==> src/a85_pkg.sv <==
`timescale 1ns / 1ps
// ----------------------------------------------------------------------------
// a85_pkg
// Shared types, constants and pad_factor for the ascii85 stream decoder.
// ----------------------------------------------------------------------------
package a85_pkg;

  localparam logic [7:0] CH_LT    = 8'h3C;  // '<'
  localparam logic [7:0] CH_TILDE = 8'h7E;  // '~'
  localparam logic [7:0] CH_BANG  = 8'h21;  // '!', digit value zero
  localparam logic [7:0] CH_U     = 8'h75;  // 'u', digit value 84
  localparam logic [7:0] CH_Z     = 8'h7A;  // 'z'

  localparam int unsigned FACTOR_W = 20;
  localparam logic [FACTOR_W-1:0] DIGIT_BASE = 20'd85;

  // one-hot decoder phase
  typedef enum logic [3:0] {
    PH_LT     = 4'b0001,
    PH_TILDE  = 4'b0010,
    PH_DATA   = 4'b0100,
    PH_IGNORE = 4'b1000
  } phase_t;

  // one decoded group handed to the byte serializer
  typedef struct packed {
    logic [31:0] value;
    logic [2:0]  count;
  } group_t;

  // padding a group of n digits with 'u' multiplies by 85^(5-n) and adds 85^(5-n)-1
  function automatic logic [FACTOR_W-1:0] pad_factor(input logic [2:0] count);
    logic [FACTOR_W-1:0] f;
    case (count)
      3'd2:    f = 20'd614125;
      3'd3:    f = 20'd7225;
      3'd4:    f = 20'd85;
      default: f = 20'd1;
    endcase
    return f;
  endfunction

endpackage

==> src/a85_ifs.sv <==
`timescale 1ns / 1ps
// ----------------------------------------------------------------------------
// a85 stream interfaces
// Valid/ready channels for encoded characters and decoded bytes.
// ----------------------------------------------------------------------------
interface a85_char_if;
  logic       valid;
  logic       ready;
  logic [7:0] ch;
  logic       first;

  modport source(output valid, output ch, output first, input ready);
  modport sink(input valid, input ch, input first, output ready);
endinterface

interface a85_byte_if;
  logic       valid;
  logic       ready;
  logic [7:0] data_byte;
  logic       last;

  modport source(output valid, output data_byte, output last, input ready);
  modport sink(input valid, input data_byte, input last, output ready);
endinterface

==> src/a85_decode.sv <==
`timescale 1ns / 1ps
// ----------------------------------------------------------------------------
// a85_decode
// Input register, prefix/group state and the shared multiply-add by 85 or by pad_factor.
// ----------------------------------------------------------------------------
module a85_decode (
  input  logic            clk,
  input  logic            rst,
  a85_char_if.sink        chars,
  output a85_pkg::group_t grp,
  output logic            grp_valid,
  input  logic            grp_ready
);
  import a85_pkg::*;

  logic        item_valid;
  logic [7:0]  item_ch;
  logic        item_first;

  phase_t      phase, phase_next, eff_phase;
  logic [2:0]  digit_count, digit_count_next, eff_count;
  logic [31:0] acc, acc_next, eff_acc;

  logic        is_digit, is_z, is_tilde;
  logic [FACTOR_W-1:0] factor;
  logic [31:0] addend, mac;
  logic        advance;

  always_comb begin
    eff_phase = item_first ? PH_LT : phase;
    eff_count = item_first ? 3'd0 : digit_count;
    eff_acc   = item_first ? 32'd0 : acc;

    is_digit = (item_ch >= CH_BANG) && (item_ch <= CH_U);
    is_z     = (item_ch == CH_Z);
    is_tilde = (item_ch == CH_TILDE);

    // one multiplier serves both a digit and the terminator padding
    factor = is_tilde ? pad_factor(eff_count) : DIGIT_BASE;
    addend = is_tilde ? ({12'd0, factor} - 32'd1) : {24'd0, item_ch - CH_BANG};
    mac    = eff_acc * {12'd0, factor} + addend;

    phase_next       = eff_phase;
    digit_count_next = eff_count;
    acc_next         = eff_acc;
    grp.value        = mac;
    grp.count        = 3'd0;

    unique case (eff_phase)
      PH_LT: begin
        phase_next = (item_ch == CH_LT) ? PH_TILDE : PH_IGNORE;
      end
      PH_TILDE: begin
        phase_next = is_tilde ? PH_DATA : PH_IGNORE;
      end
      PH_DATA: begin
        if (is_digit) begin
          if (eff_count == 3'd4) begin
            grp.count        = 3'd4;
            digit_count_next = 3'd0;
            acc_next         = 32'd0;
          end else begin
            digit_count_next = eff_count + 3'd1;
            acc_next         = mac;
          end
        end else if (is_z) begin
          if (eff_count == 3'd0) begin
            grp.value = 32'd0;
            grp.count = 3'd4;
          end
        end else if (is_tilde) begin
          if (eff_count > 3'd1) begin
            grp.count = eff_count - 3'd1;
          end
          digit_count_next = 3'd0;
          acc_next         = 32'd0;
          phase_next       = PH_IGNORE;
        end
      end
      PH_IGNORE: begin
        phase_next = PH_IGNORE;
      end
      default: begin
        phase_next = PH_IGNORE;
      end
    endcase
  end

  assign grp_valid   = item_valid && (grp.count != 3'd0);
  assign advance     = item_valid && ((grp.count == 3'd0) || grp_ready);
  assign chars.ready = !item_valid || advance;

  always_ff @(posedge clk) begin
    if (rst) begin
      item_valid  <= 1'b0;
      phase       <= PH_LT;
      digit_count <= 3'd0;
      acc         <= 32'd0;
    end else begin
      if (chars.valid && chars.ready) begin
        item_valid <= 1'b1;
      end else if (advance) begin
        item_valid <= 1'b0;
      end
      if (advance) begin
        phase       <= phase_next;
        digit_count <= digit_count_next;
        acc         <= acc_next;
      end
    end
  end

  always_ff @(posedge clk) begin
    if (chars.valid && chars.ready) begin
      item_ch    <= chars.ch;
      item_first <= chars.first;
    end
  end

endmodule

==> src/a85_ser.sv <==
`timescale 1ns / 1ps
// ----------------------------------------------------------------------------
// a85_ser
// Holds one decoded group and sends its bytes most significant first.
// ----------------------------------------------------------------------------
module a85_ser (
  input  logic            clk,
  input  logic            rst,
  input  a85_pkg::group_t grp,
  input  logic            grp_valid,
  output logic            grp_ready,
  a85_byte_if.source      bytes
);
  import a85_pkg::*;

  logic [31:0] value;
  logic [2:0]  count;
  logic        out_xfer;

  assign bytes.valid     = (count != 3'd0);
  assign bytes.data_byte = value[31:24];
  assign bytes.last      = (count == 3'd1);
  assign out_xfer        = bytes.valid && bytes.ready;
  // a new group may load as the final byte of the current one leaves
  assign grp_ready       = (count == 3'd0) || ((count == 3'd1) && bytes.ready);

  always_ff @(posedge clk) begin
    if (rst) begin
      count <= 3'd0;
    end else if (grp_valid && grp_ready) begin
      count <= grp.count;
    end else if (out_xfer) begin
      count <= count - 3'd1;
    end
  end

  always_ff @(posedge clk) begin
    if (grp_valid && grp_ready) begin
      value <= grp.value;
    end else if (out_xfer) begin
      value <= {value[23:0], 8'd0};
    end
  end

endmodule

==> src/ascii85_stream_decoder.sv <==
`timescale 1ns / 1ps
// ----------------------------------------------------------------------------
// ascii85_stream_decoder
// Streaming ascii85 decoder: characters in, decoded bytes out.
// ----------------------------------------------------------------------------
// chars: one encoded character per transfer; first marks the start of a new
//   string, whose first two characters must be '<' and '~'.
// bytes: decoded bytes, most significant byte of each group first; last is
//   set on the final byte that one character produces.
// A character that completes a group passes the input register, then the
//   serializer's group register, before its first byte shows.
// Throughput: one character per cycle while no bytes are produced; a
//   character that releases bytes holds the input until the single byte
//   serializer can take its group. The next group loads in the cycle its
//   predecessor's last byte transfers, so output bursts run without gaps.
// Per character the logic does one multiply-add by a constant (85, or the
//   padding factor for a short final group).
// Reset (synchronous) empties both registers and returns to expecting '<'.
// A stall on bytes holds the serializer, then the decoder, then chars.ready.
// ----------------------------------------------------------------------------
module ascii85_stream_decoder (
  input  logic       clk,
  input  logic       rst,
  a85_char_if.sink   chars,
  a85_byte_if.source bytes
);
  import a85_pkg::*;

  group_t grp;
  logic   grp_valid;
  logic   grp_ready;

  a85_decode u_decode (
    .clk       (clk),
    .rst       (rst),
    .chars     (chars),
    .grp       (grp),
    .grp_valid (grp_valid),
    .grp_ready (grp_ready)
  );

  a85_ser u_ser (
    .clk       (clk),
    .rst       (rst),
    .grp       (grp),
    .grp_valid (grp_valid),
    .grp_ready (grp_ready),
    .bytes     (bytes)
  );

endmodule

==> src/flat_wrapper.sv <==
// flat-port wrapper written by rule: the top's interface ports become plain ports
module ascii85_stream_decoder_flat import a85_pkg::*;
  (clk, rst, chars_valid, chars_ch, chars_first, chars_ready, bytes_valid, bytes_data_byte, bytes_last, bytes_ready);
  a85_char_if chars_i ();
  a85_byte_if bytes_i ();
  input  logic clk;
  input  logic rst;
  input wire logic [$bits(chars_i.valid)-1:0] chars_valid;
  input wire logic [$bits(chars_i.ch)-1:0] chars_ch;
  input wire logic [$bits(chars_i.first)-1:0] chars_first;
  output wire logic [$bits(chars_i.ready)-1:0] chars_ready;
  output wire logic [$bits(bytes_i.valid)-1:0] bytes_valid;
  output wire logic [$bits(bytes_i.data_byte)-1:0] bytes_data_byte;
  output wire logic [$bits(bytes_i.last)-1:0] bytes_last;
  input wire logic [$bits(bytes_i.ready)-1:0] bytes_ready;
  assign chars_i.valid = chars_valid;
  assign chars_i.ch = chars_ch;
  assign chars_i.first = chars_first;
  assign chars_ready = chars_i.ready;
  assign bytes_valid = bytes_i.valid;
  assign bytes_data_byte = bytes_i.data_byte;
  assign bytes_last = bytes_i.last;
  assign bytes_i.ready = bytes_ready;
  ascii85_stream_decoder u_core (.clk(clk), .rst(rst), .chars(chars_i), .bytes(bytes_i));
endmodule
==> config.mk <==
export PLATFORM = sky130hd
export DESIGN_NAME = ascii85_stream_decoder_flat
export DESIGN_NICKNAME = d
export VERILOG_FILES = /design/src/a85_pkg.sv /design/src/a85_ifs.sv /design/src/a85_decode.sv /design/src/a85_ser.sv /design/src/ascii85_stream_decoder.sv /design/src/flat_wrapper.sv
export SDC_FILE = /design/constraint.sdc
export NUM_CORES = 1
export LEC_CHECK = 0
export BUFFER_PORTS_ARGS = -buffer_cell sky130_fd_sc_hd__clkbuf_2
export CORE_UTILIZATION = 55
export CTS_CLUSTER_SIZE = 30
export DETAILED_ROUTE_END_ITERATION = 8
export GPL_TIMING_DRIVEN = 0
export PLACE_DENSITY = 0.71
export SLEW_MARGIN = 20
export SYNTH_ARGS = -nofsm -noshare
export SYNTH_HDL_FRONTEND = slang
export SYNTH_SLANG_ARGS = --single-unit
==> constraint.sdc <==
create_clock -name clk -period 13 [get_ports clk]
set_input_delay 1.3 -clock clk [delete_from_list [all_inputs] [get_ports clk]]
set_output_delay 1.3 -clock clk [all_outputs]
set_load 0.1 [all_outputs]
# Yosys cells after proc, flatten, opt, wreduce, memory -nomap -nowiden
# Index checks and enable logic that the tools add are counted.
# totals
regBits	84
inputBits	13
output_inout_bits	11
word_cells	83
# classes
addsub	6
multipliers	1
n_lt_le_gt_ge	3
eq_ne	10
muxes	37
reduce_logical	18
# op_table
cell	count
$mux 32	11
$mux 35	2
$pmux 20 s3	1
$mux 3	13
$add 32x32->32	1
$mul 32x20->32	1
$mux 4	6
$sub 20x1->21 const B	1
$mux 20	1
$eq 8x7->1 const B	2
$pmux 4 s3	1
$logic_not 3->1	3
$eq 8x6->1 const B	1
$ge 8x6->1 const B	1
$le 8x7->1 const B	1
$sub 8x6->8 const B	1
$logic_and 1x1->1	7
$eq 3x2->1 const B	2
$reduce_bool 3->1	2
$sub 3x1->3 const B	2
$eq 4x1->1 const B	1
$eq 4x2->1 const B	1
$eq 4x3->1 const B	1
$reduce_bool 2->1	2
other kinds (7)	10

# Depth between registers and ports, before layout
# Gate-level depths: netlist of the first run.
# logic_depth
depth_word	17
depth_mapped	37
ltp_nobuf	34

# Hierarchy
# Synthesis of the first run repeated with hierarchy kept, for this count alone.
# unflattened
cells_unflattened	1590
area_unflattened_um2	14994.4
# modules_own_cells
module	instances	cells_per_inst	area_per_inst_um2	seq_area_each_um2
a85_decode	1	1483	13341.5	1071.0
a85_ser	1	107	1652.8	1021.0

# Worst setup path after synthesis of the first run
# Ideal clock, no wire load.
# synth_timing
path_kind	reg-to-reg
start	register u_core.u_decode.item_first
end	register u_core.u_ser.value[30] (data pin)
setup_time_ns	0.263
t_arrival_ns	8.233
required_ns	12.737
path_slack_ns	4.504
stages_incl_launch_ff	33
synth_period_minus_slack_ns	8.496
path_cell_list	edfxtp_1 -> buf_2 -> clkbuf_1 -> nand2b_1 -> nor2_1 -> ha_1 -> inv_1 -> a21oi_1 -> a31oi_1 -> or3_1 -> clkbuf_1 -> clkbuf_1 -> nor2_1 -> fa_1 -> fa_1 -> inv_1 -> fa_1 -> inv_1 -> fa_1 -> fa_1 -> fa_1 -> fa_1 -> ha_1 -> clkbuf_1 -> a21oi_1 -> nand2_1 -> a2111oi_0 -> nor3_1 -> a211oi_2 -> a311oi_2 -> a31oi_1 -> xor2_1 -> o21ai_0
# synth_between
elab_chain_cells	12
elab_cells_between_ends	29
classes_between	3 x add/sub; 1 x mul; 1 x order compare; 4 x eq/ne; 16 x mux; 4 x reduce/logical
# synth_rtl
item	line	text
start, declared	a85_decode.sv:18	logic item_first;
start signal, assigned	a85_decode.sv:116	item_first <= chars.first;
parallel branches: the longest is 10 deep, another holds $mul 32x20->32	--	
$mux 35 *	a85_decode.sv:49	unique case (eff_phase)
$mux 32 *	a85_ser.sv:38	if (grp_valid && grp_ready) begin
end signal, assigned	a85_ser.sv:39	value <= grp.value;
end signal, assigned	a85_ser.sv:41	value <= {value[23:0], 8'd0};
end, declared	a85_ser.sv:16	logic [31:0] value;
# Mark *: on every way between the ends.
# A chain may end at the register's enable or synchronous reset.

# Worst setup path after layout of the first run
# layout_timing
start	register u_core.u_decode.item_first
end	register u_core.u_ser.value[23] (data pin)
# Same word-level chain as after synthesis.

==> results.ini, run 1 <==
[run_status]
status = complete, no violations

[floorplan]
num_io_pins = 24
start_util = 0.562
core_area_um2 = 27000
die_w_um = 168
fp.dieH_um = 168
fp.dieArea_um2 = 28200
rows = 60

[critical_path]
end_kind = flop
worst-path-buf-inv = 12
crit_required_ns = 13.15
slowest_delay_ns = 0.62
r2r_start = u_core.u_decode.item_first
crit_slowest_cell = clkbuf_1
worstSetupStartpoint = u_core.u_decode.item_first
start_kind = flop
path_class = reg -> reg
critical_path.top_delay_family = adder cells
path_max_fanout = 10
critPathMostFrequentCell = fa_1
arrival_ns = 11.19

[synthesis]
synth_flop_cell = dfxtp_1
syn_inst = 1671
yosys.cell_count.top_type = inv_1
avgSynthCellArea_um2 = 9.06
synth_top_area_frac = 0.332
synth_area_um2 = 15100
synthDistinctLibCells = 76
synth_edf_count = 41
yosysSeqAreaShare = 0.138
synth_common_cells = 408 x inv_1, 251 x fa_1, 184 x ha_1
async_flop_share = 0
synth_seq_cells = 84
synth_area_leader_cell = fa_1
syn_nets = 2119
yosys-top-cells-area = fa_1 33%, ha_1 15%, inv_1 10%, edfxtp_1 8.1%, dfxtp_1 5.7%
ys_warn_count = 0

[power_and_ir_drop]
power_density_nw_per_um2 = 58.2
peakVddDrop_v = 0.000207
leakage_nw = 8.25

[global_route]
grt-ovfl-total = 0
grt_pass1_wl_mm = 66.2
grt_max_degree = 19
antenna_found_initial = 0
first_global_vias = 12067
grt_usage = 0.309

[clock_tree]
cts.htree.levels = 3
cts_tree = done
clk_pin_slew_ns = 0.06
insertion_delay_ns = 0.34
cts-buffers-inserted = 9
ctsResizeCount = 0
clockRootBuffer = clkbuf_16
clock_sinks = 84
postCtsSetupRepairBufs = 0
holdBufCountCts = 0
cts_buffer_depth = 2

[timing]
finalSetupTns_ns = 0
rsz0062_at_grt = false
fin_ws_ns = 1.96
slew_headroom = 0.287
final_max_slew_viol_count = 0
tightest_slew_ns = 1.04
finalCritPeriodShare = 0.849
clock.fmax_mhz = 90.6
final-hold-violation-count = 0
fin_worst_skew_ns = 0.00582
finalSetupViolCount = 0
min_period_ns = 11.04

[detailed_routing]
wl_met3_mm = 2.82
drtIter0Drc = 1057
wl_mm = 41.1
drtAntennaViolNets = 0
wl_met2_mm = 19.2
m1WireLength_mm = 18.0
dr_total_vias = 11577
drt-wirelength-per-cell_um = 20.0
firstDrtPassIters = 6
via_per_inst = 5.64
maxUsedRoutingLayer = met4
drc = 0

[placement]
io_buffers = 23
place.gp.congestion = 0.947
placed_area_um2 = 15700
pre_cts_slack_ns = 2.28
hpwlAfterDp_mm = 34.7

[finish]
multi_input_area_um2 = 11300
drive_above_1_share = 0.0491
fillers = 2346
nets = 2155
area_growth_pct = 5.81
final_util = 0.594
seqCellArea_um2 = 2090
fin_area_um2 = 16000

[hold_path]
hold_class = reg -> reg
worstHoldStart = u_core.u_decode.acc[9]

[flow_run]
drv_cap = 0

## worst paths after layout
check / end / cells past startpoint / slack [ns]
setup / recovery: u_core.u_ser.value[23] / 33 / 1.96
hold / removal: u_core.u_decode.acc[9] / 2 / 0.46
setup reg to reg: u_core.u_ser.value[23] / 33 / 1.96
hold reg to reg: u_core.u_decode.acc[9] / 2 / 0.46
## area by class of cell
class | instances | share of cell area
diodes | 1 | 0.000156
plain buffers | 56 | 0.0163
clock buffers | 11 | 0.0152
clock inverters | 5 | 0.00172
inverters | 409 | 0.0958
multi-input cells | 1122 | 0.704
flip-flops and latches | 84 | 0.131
well taps | 341 | 0.0266
repair buffers | 25 | 0.00961
## placed cells by master (no fill, tap or decap), types with 7 or more instances in the layout
cell type,count
and3_1,10
fa_1,251
nand3_1,17
clkbuf_16,9
nand2b_1,33
a21oi_1,50
edfxtp_1,41
nand2_1,124
nor2b_1,18
dfxtp_1,43
clkbuf_2,23
and2_1,11
a21o_1,8
buf_4,8
clkbuf_1,34
o21a_1,7
a31oi_1,11
xnor2_1,42
nor2_1,139
a22oi_1,10
xor2_1,14
o21ai_0,55
inv_1,408
ha_1,184
nor3_1,20
buf_2,11
## state kept, by name, summed over array words and instances, names as in the netlist
register,flops
u_core.u_ser.value,32
u_core.u_decode.acc,32
u_core.u_decode.item_ch,8
u_core.u_decode.item_first,1
u_core.u_decode.item_valid,1
u_core.u_decode.digit_count,3
u_core.u_ser.count,3
u_core.u_decode.phase,4
## report_power, final
part / internal, mW / switching (mW)
clock network: 0.133 / 0.106
logic: 0.0922 / 0.242
registers: 0.342 / 0.0168
## layer usage
metal / track usage / vias to the layer above
met4: 0.0790 / 0
met3: 0.0336 / 85
met2: 0.510 / 445
met1: 0.437 / 5750
li1: - / 5297
met5: 0 / -
## per-stage QoR
step	std cells	power [mW]	hold slack, ns
2_1_floorplan	1671	0.607	0.432
6_report	2054	0.933	0.463
3_5_place_dp	2037	0.694	0.452
3_3_place_gp	2035	0.677	0.444
4_1_cts	2053	0.931	0.460
5_1_grt	2053	0.974	0.472
## cell families (layout without fill, tap and decap cells)
kind of cell / after synthesis / after routing / share of synthesized area
buf+inv: 465 / 506 / 0.119
fa+ha+maj: 435 / 435 / 0.484
simple gates: 411 / 411 / 0.126
compound gates: 215 / 215 / 0.0956
flops: 84 / 84 / 0.138
xor+xnor: 58 / 58 / 0.0354
mux: 3 / 3 / 0.00198
other cells: 0 / 1 / 0
## worst register-to-register path: cells and delay by family, from the launching register on
family | cells | cell delay [ns]
adders and majority gates | 9 | 4.10
buffers and inverters | 12 | 2.84
and+or+nand+nor | 6 | 1.64
AOI/OAI and AO/OA | 5 | 1.57
DFF | 1 | 0.50
xor gates and xnor gates | 1 | 0.18
(Power assumes the default switching activity.)
==> run 2: changes to the inputs <==
Settings changed: ABC_AREA set to 1.
Clock period 13 ns to 10.5 ns, I/O delays scaled along.
==> results.ini, run 2 <==
[clock_tree]
clock_sinks = 84  ; unchanged
cts_tree = done
cts-buffers-inserted = 9  ; unchanged
cts.htree.levels = 3  ; unchanged
clk_pin_slew_ns = 0.06  ; about the same
ctsResizeCount = 0  ; unchanged
cts_buffer_depth = 2  ; unchanged
holdBufCountCts = 0  ; unchanged
clockRootBuffer = clkbuf_16
insertion_delay_ns = 0.35  ; about the same
postCtsSetupRepairBufs = 0  ; unchanged

[placement]
pre_cts_slack_ns = 1.33  ; -0.951 ns
placed_area_um2 = 16100  ; +2.2%
place.gp.congestion = 0.945  ; -0.16%
hpwlAfterDp_mm = 36.5  ; +5.2%
io_buffers = 23  ; unchanged

[global_route]
grt_pass1_wl_mm = 67.5  ; +1.9%
grt_usage = 0.314  ; +0.00448
first_global_vias = 12644  ; +4.8%
antenna_found_initial = 0  ; unchanged
grt-ovfl-total = 0  ; unchanged
grt_max_degree = 23  ; +4

[synthesis]
avgSynthCellArea_um2 = 8.42  ; -7.1%
synth_flop_cell = dfxtp_1
synth_area_leader_cell = fa_1
synth-simple-area-share = 0.148  ; +0.0216
yosys-top-cells-area = fa_1 32%, ha_1 15%, inv_1 11%, edfxtp_1 8.0%, nand2_1 5.7%
syn_nets = 2286  ; +7.9%
synthDistinctLibCells = 52  ; -32%
syn_inst = 1838  ; +10%
synthMuxAreaShare = 0  ; -0.00198
synth_area_um2 = 15500  ; +2.2%
synth_top_area_frac = 0.325  ; -0.00716
yosysSeqAreaShare = 0.135  ; -0.00298
yosys.cell_count.top_type = inv_1
synth-xor-area-share = 0.0219  ; -0.0135
synth_common_cells = 473 x inv_1, 251 x fa_1, 234 x nand2_1
synth_top_family_by_area = adder cells
yosys.area_share.adder = 0.473  ; -0.0104
async_flop_share = 0  ; unchanged
synth_compound_area_frac = 0.0863  ; -0.00926
synth_edf_count = 41  ; unchanged
ys_warn_count = 0  ; unchanged
synth_seq_cells = 84  ; unchanged

[critical_path]
path_class = reg -> reg
rrSetupSlack_ns = 1.23  ; -0.73 ns
arrival_ns = 9.55  ; -1.64 ns
path_max_fanout = 10  ; unchanged
start_kind = flop
end_kind = flop
critPathMostFrequentCell = inv_1
crit_slowest_cell = nor2_1
crit_required_ns = 10.77  ; -2.38 ns
slowest_delay_ns = 0.66  ; +0.04 ns

[detailed_routing]
drtAntennaViolNets = 0  ; unchanged
dr_total_vias = 12321  ; +6.4%
via_per_inst = 5.46  ; -3.1%
drc = 0  ; unchanged
drt-wirelength-per-cell_um = 18.8  ; -5.9%
drtIter0Drc = 1163  ; +10%
wl_mm = 42.5  ; +3.4%
firstDrtPassIters = 6  ; unchanged

[timing]
final-hold-violation-count = 0  ; unchanged
finalSetupTns_ns = 0  ; unchanged
min_period_ns = 9.27  ; -1.77 ns
slew_headroom = 0.307  ; +0.0194
tightest_slew_ns = 1.04  ; -0.00604 ns
fin_ws_ns = 1.23  ; -0.733 ns
rsz0062_at_grt = false
clock.fmax_mhz = 108  ; +19%
final_max_slew_viol_count = 0  ; unchanged
fin_worst_skew_ns = 0.0127  ; +0.00685 ns
finalSetupViolCount = 0  ; unchanged
finalCritPeriodShare = 0.883  ; +0.0339

[finish]
area_growth_pct = 5.68
insertedDiodeCount = 0  ; -1
final_cell_mix = 473 x inv_1, 251 x fa_1, 234 x nand2_1
reg_top3 = u_core.u_decode.acc: 32 flops, u_core.u_ser.value: 32 flops, u_core.u_decode.item_ch: 8 flops
fin_area_um2 = 16400  ; +2.1%
final_util = 0.590  ; -0.00413
mostFrequentLayoutCell = inv_1
drive_above_1_share = 0.0676  ; +0.0186
nets = 2321  ; +7.7%

[floorplan]
die_w_um = 170  ; +1.1%
core_area_um2 = 27700  ; +2.8%
rows = 61  ; +1.7%
start_util = 0.559  ; -0.00324
num_io_pins = 24  ; unchanged
fp.dieH_um = 170  ; +1.1%
fp.dieArea_um2 = 28800  ; +2.2%

[power_and_ir_drop]
peakVddDrop_v = 0.000252  ; +22%
power_density_nw_per_um2 = 77.0  ; +32%
leakage_nw = 8.68  ; +5.2%
finalPower_mw = 1.26  ; +35%

[run_status]
status = complete, no violations

[hold_path]
hold_class = reg -> reg

[flow_run]
drv_cap = 0  ; unchanged

==> run 2: cell families (layout without fill, tap and decap cells) <==
kind of cell	Yosys count	in the layout
compound gates	230	230
xor+xnor	37	37
fa+ha+maj	435	435
buf+inv	537	577
flops	84	84
simple gates	515	515
==> run 2: metrics by stage <==
stage / instances / hold WS [ns]
global route: 2256 / 0.485
finish: 2256 / 0.458
CTS: 2256 / 0.460
global placement: 2239 / 0.436
floorplan: 1838 / 0.420
detailed placement: 2240 / 0.447
==> run 2: report_power, final <==
group          internal [mW]  switching, mW
Combinational          0.158          0.375
Sequential             0.412         0.0206
Clock                  0.160          0.134
Total                  0.730          0.530
==> run 2: final cells by class <==
type	count	area (µm²)
Tap cell	378	473
Buffer	46	246
Sequential cell	84	2090
Clock inverter	6	40.0
Fill cell	2527	11300
Timing Repair Buffer	24	130
Inverter	491	1850
Multi-Input combinational cell	1217	11300
Clock buffer	10	229
==> run 2: per-layer routing <==
layer	up-vias	part of all wire	track usage
met5	-	0	0
met4	0	0.041	0.118
met3	103	0.082	0.0550
met2	489	0.47	0.512
met1	6038	0.41	0.417
li1	5691	-	-
==> run 2: path summary, 6_finish.rpt <==
check | from | cells after the start | to
setup / recovery | u_core.u_decode.item_ch[0] | 35 | u_core.u_decode.acc[24]
hold reg to reg | u_core.u_decode.phase[0] | 2 | u_core.u_decode.phase[0]
hold / removal | u_core.u_decode.phase[0] | 2 | u_core.u_decode.phase[0]
setup reg to reg | u_core.u_decode.item_ch[0] | 35 | u_core.u_decode.acc[24]
==> run 2: critical path: cells and delay by family (launching register included) <==
family | cells | cell delay, ns
AND/OR/NAND/NOR | 9 | 1.99
AO/OA/AOI/OAI | 5 | 0.96
XOR/XNOR | 1 | 0.38
flip-flops | 1 | 0.42
buffers and inverters | 11 | 1.33
adder cells (fa/ha/maj) | 9 | 4.11
